$ cat src/rtl/tws_pkg.sv
// Package: shared constants, codes and types of the tick task wake scheduler.
package tws_pkg;

   localparam int NumSlots = 8;
   localparam int SlotW    = 3;
   localparam int TickW    = 32;
   localparam int OpW      = 2;
   localparam int StatusW  = 2;

   typedef enum logic [OpW-1:0] {
      OP_CREATE  = 2'd0,
      OP_SCAN    = 2'd1,
      OP_DELAY   = 2'd2,
      OP_ADVANCE = 2'd3
   } op_type;

   localparam logic [StatusW-1:0] ST_OK     = 2'd0;
   localparam logic [StatusW-1:0] ST_FULL   = 2'd1;
   localparam logic [StatusW-1:0] ST_UNUSED = 2'd2;

   typedef struct packed {
      logic [StatusW-1:0] status;
      logic [SlotW-1:0]   slot_index;
      logic               due;
      logic               last;
      logic [TickW-1:0]   tick_now;
   } rsp_word_type;

   typedef struct packed {
      logic             en;
      logic [SlotW-1:0] addr;
      logic [TickW-1:0] data;
   } ram_wr_type;

   typedef struct packed {
      logic             en;
      logic [SlotW-1:0] addr;
   } ram_rd_type;

endpackage

$ cat src/rtl/tws_chan_if.sv
// Interfaces: request and response channels with valid/ready handshake.
interface tws_req_if;
   logic                          valid;
   logic                          ready;
   logic [tws_pkg::OpW-1:0]       op;
   logic [tws_pkg::SlotW-1:0]     slot;
   logic [tws_pkg::TickW-1:0]     ticks;

   modport source (output valid, output op, output slot, output ticks, input ready);
   modport sink   (input valid, input op, input slot, input ticks, output ready);
endinterface

interface tws_rsp_if;
   logic                          valid;
   logic                          ready;
   logic [tws_pkg::StatusW-1:0]   status;
   logic [tws_pkg::SlotW-1:0]     slot_index;
   logic                          due;
   logic                          last;
   logic [tws_pkg::TickW-1:0]     tick_now;

   modport source (output valid, output status, output slot_index, output due,
                   output last, output tick_now, input ready);
   modport sink   (input valid, input status, input slot_index, input due,
                   input last, input tick_now, output ready);
endinterface

$ cat src/rtl/tick_task_wake_scheduler_core.sv
// Top level: cooperative tick scheduler with slot table, wake memory and tick count.
// Create, delay and advance are each handled in the idle state and give one
// result word. A scan walks the slot table one slot per cycle through the wake
// memory's single read port, except while a due slot's word waits for the sink
// to drain the output register; the final word likewise waits for the output
// register to be free. A request is taken only when the block is idle and the
// output register is free or being drained in the same cycle. Wake ticks live
// in a synchronous memory; used marks are flip-flops, so the table needs no
// clearing pass after reset.
module tick_task_wake_scheduler_core (
   input logic       clock,
   input logic       reset,
   tws_req_if.sink   req_bus,
   tws_rsp_if.source rsp_bus
);

   typedef enum logic [2:0] {
      S_IDLE = 3'b001,
      S_CHK  = 3'b010,
      S_END  = 3'b100
   } state_type;

   localparam logic [tws_pkg::SlotW-1:0] LastIdx = tws_pkg::SlotW'(tws_pkg::NumSlots - 1);

   state_type                          state_ff, state_in;
   logic [tws_pkg::NumSlots-1:0]       used_ff, used_in;
   logic [tws_pkg::TickW-1:0]          tick_ff, tick_in;
   logic [tws_pkg::SlotW-1:0]          idx_ff, idx_in;
   logic                               pend_ff, pend_in;
   logic [tws_pkg::SlotW-1:0]          pend_idx_ff, pend_idx_in;

   tws_pkg::ram_wr_type                ram_wr;
   tws_pkg::ram_rd_type                ram_rd;
   logic [tws_pkg::TickW-1:0]          ram_rdata;
   tws_pkg::rsp_word_type              word;
   logic                               load;
   logic                               out_free;

   logic                               req_acc;
   logic [tws_pkg::TickW-1:0]          amt;
   logic [tws_pkg::TickW-1:0]          diff;
   logic                               due_now;
   logic                               stall;
   logic                               free_any;
   logic [tws_pkg::SlotW-1:0]          free_idx;

   assign req_bus.ready = (state_ff == S_IDLE) && out_free;
   assign req_acc       = req_bus.valid && req_bus.ready;
   assign amt           = (req_bus.ticks == '0) ? tws_pkg::TickW'(1) : req_bus.ticks;
   assign diff          = tick_ff - ram_rdata;
   assign due_now       = used_ff[idx_ff] && !diff[tws_pkg::TickW-1];
   assign stall         = due_now && pend_ff && !out_free;

   // lowest free slot
   always_comb begin
      free_any = 1'b0;
      free_idx = '0;
      for (int i = tws_pkg::NumSlots - 1; i >= 0; i--) begin
         if (!used_ff[i]) begin
            free_any = 1'b1;
            free_idx = tws_pkg::SlotW'(i);
         end
      end
   end

   always_comb begin
      state_in         = state_ff;
      used_in          = used_ff;
      tick_in          = tick_ff;
      idx_in           = idx_ff;
      pend_in          = pend_ff;
      pend_idx_in      = pend_idx_ff;
      ram_wr           = '0;
      ram_rd           = '0;
      load             = 1'b0;
      word             = '0;
      word.status      = tws_pkg::ST_OK;
      word.last        = 1'b1;
      word.tick_now    = tick_ff;
      unique case (state_ff)
         S_IDLE: begin
            if (req_acc) begin
               unique case (tws_pkg::op_type'(req_bus.op))
                  tws_pkg::OP_CREATE: begin
                     load = 1'b1;
                     if (free_any) begin
                        used_in[free_idx] = 1'b1;
                        ram_wr            = '{en: 1'b1, addr: free_idx, data: '0};
                        word.slot_index   = free_idx;
                     end else begin
                        word.status = tws_pkg::ST_FULL;
                     end
                  end
                  tws_pkg::OP_SCAN: begin
                     ram_rd   = '{en: 1'b1, addr: '0};
                     idx_in   = '0;
                     pend_in  = 1'b0;
                     state_in = S_CHK;
                  end
                  tws_pkg::OP_DELAY: begin
                     load = 1'b1;
                     if (used_ff[req_bus.slot]) begin
                        ram_wr = '{en: 1'b1, addr: req_bus.slot, data: tick_ff + amt};
                     end else begin
                        word.status = tws_pkg::ST_UNUSED;
                     end
                  end
                  tws_pkg::OP_ADVANCE: begin
                     load          = 1'b1;
                     tick_in       = tick_ff + amt;
                     word.tick_now = tick_ff + amt;
                  end
               endcase
            end
         end
         S_CHK: begin
            if (!stall) begin
               if (due_now) begin
                  ram_wr = '{en: 1'b1, addr: idx_ff, data: tick_ff + tws_pkg::TickW'(1)};
                  // emit the previous due slot; it is not the final one
                  if (pend_ff) begin
                     load            = 1'b1;
                     word.slot_index = pend_idx_ff;
                     word.due        = 1'b1;
                     word.last       = 1'b0;
                  end
                  pend_in     = 1'b1;
                  pend_idx_in = idx_ff;
               end
               if (idx_ff == LastIdx) begin
                  state_in = S_END;
               end else begin
                  idx_in = idx_ff + tws_pkg::SlotW'(1);
                  ram_rd = '{en: 1'b1, addr: idx_ff + tws_pkg::SlotW'(1)};
               end
            end
         end
         S_END: begin
            if (out_free) begin
               load = 1'b1;
               if (pend_ff) begin
                  word.slot_index = pend_idx_ff;
                  word.due        = 1'b1;
               end
               state_in = S_IDLE;
            end
         end
         default: begin
            state_in = S_IDLE;
         end
      endcase
   end

   always_ff @(posedge clock) begin
      if (reset) begin
         state_ff <= S_IDLE;
         used_ff  <= '0;
         tick_ff  <= '0;
         pend_ff  <= 1'b0;
      end else begin
         state_ff <= state_in;
         used_ff  <= used_in;
         tick_ff  <= tick_in;
         pend_ff  <= pend_in;
      end
   end

   always_ff @(posedge clock) begin
      idx_ff      <= idx_in;
      pend_idx_ff <= pend_idx_in;
   end

   tws_wake_ram u_wake_ram (
      .clock (clock),
      .wr    (ram_wr),
      .rd    (ram_rd),
      .rdata (ram_rdata)
   );

   tws_rsp_reg u_rsp_reg (
      .clock   (clock),
      .reset   (reset),
      .load    (load),
      .word    (word),
      .free    (out_free),
      .rsp_bus (rsp_bus)
   );

`ifndef SYNTHESIS
   a_scan_start : assert property (@(posedge clock) disable iff (reset)
      req_acc && (req_bus.op == tws_pkg::OP_SCAN) |=> (state_ff == S_CHK) && (idx_ff == '0))
      else $error("scan did not start at slot zero");

   a_no_write_on_stall : assert property (@(posedge clock) disable iff (reset)
      (state_ff == S_CHK) && stall |-> !ram_wr.en && !load)
      else $error("scan wrote or emitted while stalled");

   a_scan_write_used : assert property (@(posedge clock) disable iff (reset)
      (state_ff == S_CHK) && ram_wr.en |-> used_ff[ram_wr.addr])
      else $error("scan rewrote an unused slot");

   a_scan_end_last : assert property (@(posedge clock) disable iff (reset)
      (state_ff == S_END) && out_free |=> rsp_bus.valid && rsp_bus.last)
      else $error("scan end gave no final word");
`endif

endmodule

$ cat src/rtl/tws_wake_ram.sv
// Wake tick memory: one write port, one read port with registered read data.
module tws_wake_ram (
   input  logic                      clock,
   input  tws_pkg::ram_wr_type       wr,
   input  tws_pkg::ram_rd_type       rd,
   output logic [tws_pkg::TickW-1:0] rdata
);

   logic [tws_pkg::TickW-1:0] wake_mem_ff [tws_pkg::NumSlots];
   logic [tws_pkg::TickW-1:0] rdata_ff;

   always_ff @(posedge clock) begin
      if (wr.en) begin
         wake_mem_ff[wr.addr] <= wr.data;
      end
   end

   // hold read data while no read is issued
   always_ff @(posedge clock) begin
      if (rd.en) begin
         rdata_ff <= wake_mem_ff[rd.addr];
      end
   end

   assign rdata = rdata_ff;

endmodule

$ cat src/rtl/tws_rsp_reg.sv
// Response output register: holds one result word until the sink takes it.
module tws_rsp_reg (
   input  logic                  clock,
   input  logic                  reset,
   input  logic                  load,
   input  tws_pkg::rsp_word_type word,
   output logic                  free,
   tws_rsp_if.source             rsp_bus
);

   logic                  valid_ff;
   logic                  valid_in;
   tws_pkg::rsp_word_type word_ff;

   assign free     = !valid_ff || rsp_bus.ready;
   assign valid_in = load || (valid_ff && !rsp_bus.ready);

   always_ff @(posedge clock) begin
      if (reset) begin
         valid_ff <= 1'b0;
      end else begin
         valid_ff <= valid_in;
      end
   end

   always_ff @(posedge clock) begin
      if (load) begin
         word_ff <= word;
      end
   end

   assign rsp_bus.valid      = valid_ff;
   assign rsp_bus.status     = word_ff.status;
   assign rsp_bus.slot_index = word_ff.slot_index;
   assign rsp_bus.due        = word_ff.due;
   assign rsp_bus.last       = word_ff.last;
   assign rsp_bus.tick_now   = word_ff.tick_now;

endmodule
$ cat src/flat_wrapper.sv
// flat-port wrapper written by rule: the top's interface ports become plain ports
module tick_task_wake_scheduler_core_flat 
  (clock, reset, req_bus_valid, req_bus_op, req_bus_slot, req_bus_ticks, req_bus_ready, rsp_bus_valid, rsp_bus_status, rsp_bus_slot_index, rsp_bus_due, rsp_bus_last, rsp_bus_tick_now, rsp_bus_ready);
  tws_req_if req_bus_i ();
  tws_rsp_if rsp_bus_i ();
  input logic clock;
  input logic reset;
  input wire logic [$bits(req_bus_i.valid)-1:0] req_bus_valid;
  input wire logic [$bits(req_bus_i.op)-1:0] req_bus_op;
  input wire logic [$bits(req_bus_i.slot)-1:0] req_bus_slot;
  input wire logic [$bits(req_bus_i.ticks)-1:0] req_bus_ticks;
  output wire logic [$bits(req_bus_i.ready)-1:0] req_bus_ready;
  output wire logic [$bits(rsp_bus_i.valid)-1:0] rsp_bus_valid;
  output wire logic [$bits(rsp_bus_i.status)-1:0] rsp_bus_status;
  output wire logic [$bits(rsp_bus_i.slot_index)-1:0] rsp_bus_slot_index;
  output wire logic [$bits(rsp_bus_i.due)-1:0] rsp_bus_due;
  output wire logic [$bits(rsp_bus_i.last)-1:0] rsp_bus_last;
  output wire logic [$bits(rsp_bus_i.tick_now)-1:0] rsp_bus_tick_now;
  input wire logic [$bits(rsp_bus_i.ready)-1:0] rsp_bus_ready;
  assign req_bus_i.valid = req_bus_valid;
  assign req_bus_i.op = req_bus_op;
  assign req_bus_i.slot = req_bus_slot;
  assign req_bus_i.ticks = req_bus_ticks;
  assign req_bus_ready = req_bus_i.ready;
  assign rsp_bus_valid = rsp_bus_i.valid;
  assign rsp_bus_status = rsp_bus_i.status;
  assign rsp_bus_slot_index = rsp_bus_i.slot_index;
  assign rsp_bus_due = rsp_bus_i.due;
  assign rsp_bus_last = rsp_bus_i.last;
  assign rsp_bus_tick_now = rsp_bus_i.tick_now;
  assign rsp_bus_i.ready = rsp_bus_ready;
  tick_task_wake_scheduler_core u_core (.clock(clock), .reset(reset), .req_bus(req_bus_i), .rsp_bus(rsp_bus_i));
endmodule
$ cat config.mk
export PLATFORM = sky130hd
export DESIGN_NAME = tick_task_wake_scheduler_core_flat
export DESIGN_NICKNAME = d
export VERILOG_FILES = /design/src/rtl/tws_pkg.sv /design/src/rtl/tws_chan_if.sv /design/src/rtl/tick_task_wake_scheduler_core.sv /design/src/rtl/tws_wake_ram.sv /design/src/rtl/tws_rsp_reg.sv /design/src/flat_wrapper.sv
export SDC_FILE = /design/constraint.sdc
export NUM_CORES = 1
export LEC_CHECK = 0
export ABC_AREA = 1
export BUFFER_PORTS_ARGS = -buffer_cell sky130_fd_sc_hd__buf_2
export CORE_MARGIN = 2
export CORE_UTILIZATION = 30
export CTS_BUF_LIST = sky130_fd_sc_hd__clkbuf_8 sky130_fd_sc_hd__clkbuf_16
export CTS_CLUSTER_DIAMETER = 200
export DETAILED_ROUTE_END_ITERATION = 12
export HOLD_SLACK_MARGIN = 0.1
export PLACE_DENSITY_LB_ADDON = 0.3
export SYNTH_ARGS = -nofsm -noshare
export SYNTH_HDL_FRONTEND = slang
export SYNTH_SLANG_ARGS = --single-unit
$ cat constraint.sdc
create_clock -name clock -period 8 [get_ports clock]
set_input_delay 1.6 -clock clock [delete_from_list [all_inputs] [get_ports clock]]
set_output_delay 1.6 -clock clock [all_outputs]
set_load 0.1 [all_outputs]
==> metrics.cfg <==
[synth]
yosys_warnings=0
seq_area_frac_synth_pct=54.2
async_reset_ff_share_pct=0
synth_area_leaders=edfxtp_1, nand2_1, inv_1
yosysMostFrequentCell=nand2_1
yosys.area.top_type=edfxtp_1
yosys-top-cells-count=nand2_1, inv_1, edfxtp_1, nand3_1, nand4_1
ys_ff_latch=378
synth_area_per_cell_um2=8.91
syn_nets=2362
ys.flop_type=edfxtp_1
yosysUniqueCellTypes=55
synth-edff-count=333
netlist.area_leader.share_pct=49.7
synth_area_mm2=0.0201
syn_inst=2256

[finish]
nets=2382
fillers=6798
multi_input_area_mm2=0.00702
n_antenna_cell=0
drive_above_1_share_pct=9.27
seq_area_mm2=0.0109
area_delta_synth_final_pct=12.2

[pwr]
p_total_mw=4.70
power-per-cell-area_mw_per_mm2=208
p_leak_nw=9.87
ir_drop_mv=0.113

[drt]
drc=0
ant_nets=0
via_per_inst=4.87
dr.pass1.iters=6
drt_iter0_markers=1053
num_vias=15400
wl_mm=56.8
avgRoutedWirePerCell_um=17.9

[cts]
cts_buffers=40
post-cts-setup-buffer-count=0
ctsHtreeMaxLevel=2
root_buffer=clkbuf_16
cts_hold_buffers=0
ctsResizeCount=0
clkSlewWorstSetupHoldPaths_ns=0.06
cts_tree=built
cts_max_path_buffers=3
cts_sinks=378
clock_latency_ns=0.58

[setup_path]
max_stage_delay_ns=0.68
startpoint_type=input pin
crit_buf_inv=1
endpoint_kind=flop
crit_top_cell=nand2_1
path_cells=buf_2 > nor4_1 > nand2_1 > o41ai_1 > ha_1 > nand3_1 > nand3_1 > nand2_1 > o211ai_1 > nand3_1 > nand3_1 > a21o_1 > nand2_1 > nand2_1 > nand2_1 > nand2_1 > nand2_1 > o21ai_0
required_ns=8.20
crit_arrival_ns=5.10
crit_type=input pin to flop
r2r_setup_slack_ns=3.44
reg2reg_from=u_core.tick_ff[30]
critPathTopFamily=compound AO/OA/AOI/OAI gates
r2r_end=u_core.u_wake_ram.rdata[25]
slowest_stage=o41ai_1
r2r_cells=15
critPathMaxFanout=8

[placed_design]
place_congestion=0.935
dp_hpwl_mm=36.7
portBuffers=81

[die]
core_mm2=0.0661
io_pins=82
die_w_um=263
die-area_mm2=0.0691
row_count=94
dieHeight_um=263
initial_core_util_pct=30.4

[min_path]
hold_end=u_core.pend_ff
hold_path.class=flop to flop
min_path_cells=2
hold_start=u_core.pend_ff

[sta]
setup_viol=0
worst_clock_skew_ns=0.0230
hold_viol_final=0
drv_slew=0
slew_headroom_pct=8.92
rsz0062_at_grt=no
period_share_pct=61.2
tightest_slew_ns=1.35
tns_ns=0
fmax_ghz=0.204
hold-worst-slack_ns=0.479
fin_crit_ns=4.90

[grt]
grt_pass1_vias=15100
grt_max_degree=101
antenna_found_initial=0
grt_first_pass_wirelength_mm=87.9
track_usage_pct=16.2
overflow=0

[flow_run]
cap_viol_max_count=0

[run_status]
status=finished, final reports clean

[flip-flops by register name (all words and copies together) (netlist names)]
signal                               flops
u_core.u_rsp_reg.rsp_bus.valid           1
u_core.pend_ff                           1
u_core.pend_idx_ff                       3
u_core.state_ff                          3
u_core.u_rsp_reg.rsp_bus.due             1
u_core.u_rsp_reg.rsp_bus.slot_index      3
u_core.tick_ff                          32
u_core.u_rsp_reg.rsp_bus.tick_now       32
u_core.idx_ff                            3
u_core.u_rsp_reg.rsp_bus.status          2
u_core.u_wake_ram.rdata                 32
u_core.used_ff                           8
u_core.u_wake_ram.wake_mem_ff          256
u_core.u_rsp_reg.rsp_bus.last            1
[placed cells by master (no fill, tap or decap), drive strengths merged, types with 2 or more instances in the layout]
cell / n
a211oi: 3
a21boi: 4
a21o: 6
a21oi: 71
a31oi: 4
and2: 14
buf: 101
bufinv: 5
clkbuf: 45
clkinv: 17
clkinvlp: 2
dfxtp: 45
edfxtp: 333
ha: 64
inv: 445
nand2: 520
nand3: 182
nand3b: 2
nand4: 143
nor2: 100
nor3: 22
nor4: 14
o211ai: 2
o21ai: 79
o21bai: 2
o22ai: 17
o32ai: 2
or2: 8
or4: 2
xnor2: 9
xor2: 37
[worst reg2reg max path: cells and delay by family (launching register included)]
family,cells,cell delay [ns]
AND/OR/NAND/NOR,11,2.35
buffers and inverters,1,0.75
flip-flops,1,0.52
AO/OA/AOI/OAI,2,0.35
adder cells (fa/ha/maj),1,0.32
[power breakdown]
part | internal (mW) | switching [mW]
Clock | 1.13 | 0.792
Combinational | 0.123 | 0.418
Sequential | 2.19 | 0.0375
Total | 3.45 | 1.25
[stage by stage]
stage | setup WS (ns) | instance area, um2 | util, % | cells
2_1_floorplan | 3.26 | 20100 | - | 2256
3_3_place_gp | 2.63 | 21200 | 32.1 | 3098
3_5_place_dp | 2.57 | 21200 | 32.1 | 3098
4_1_cts | 3.16 | 22600 | 34.1 | 3172
5_1_grt | 2.91 | 22600 | 34.1 | 3172
6_report | 3.10 | 22600 | 34.1 | 3172
[layout make-up]
type / count / area share (%)
Clock inverter: 29 / 1.22
Clock buffer: 45 / 4.79
Tap cell: 864 / 4.79
Inverter: 440 / 7.32
Sequential cell: 378 / 48.3
Multi-Input combinational cell: 1315 / 31.1
Timing Repair Buffer: 101 / 2.46
[per-layer routing]
layer	track usage [%]	routed length, um	share of wire [%]	up-vias
met2	27.4	26800	47	433
li1	-	-	-	7492
met5	0	0	0	-
met3	2.43	3110	5.5	104
met4	5.03	1450	2.6	0
met1	21.4	25500	45	7410
[cells by family after synthesis]
family	after synthesis	synth area share [%]
compound gates	197	5.52
xor+xnor	46	2.00
fa+ha+maj	65	4.08
buf+inv	563	11.2
flops	378	54.2
simple gates	1007	22.9
[how the worst max path moves through the flow]
stage / from / end / slack [ns] / cells after the start
detailed placement: req_bus_ticks[25] / u_core.u_wake_ram.wake_mem_ff[7][28] / 2.57 / 16
floorplan: rsp_bus_ready / u_core.u_wake_ram.wake_mem_ff[0][0] / 3.26 / 10
global placement: req_bus_ticks[25] / u_core.u_wake_ram.wake_mem_ff[6][28] / 2.63 / 16
finish: req_bus_ticks[25] / u_core.u_wake_ram.wake_mem_ff[6][31] / 3.10 / 18
global route: req_bus_ticks[25] / u_core.u_wake_ram.wake_mem_ff[5][22] / 2.91 / 16
CTS: req_bus_ticks[25] / u_core.u_wake_ram.wake_mem_ff[5][28] / 3.16 / 16
Note: power is estimated with default switching activity, not from simulation.
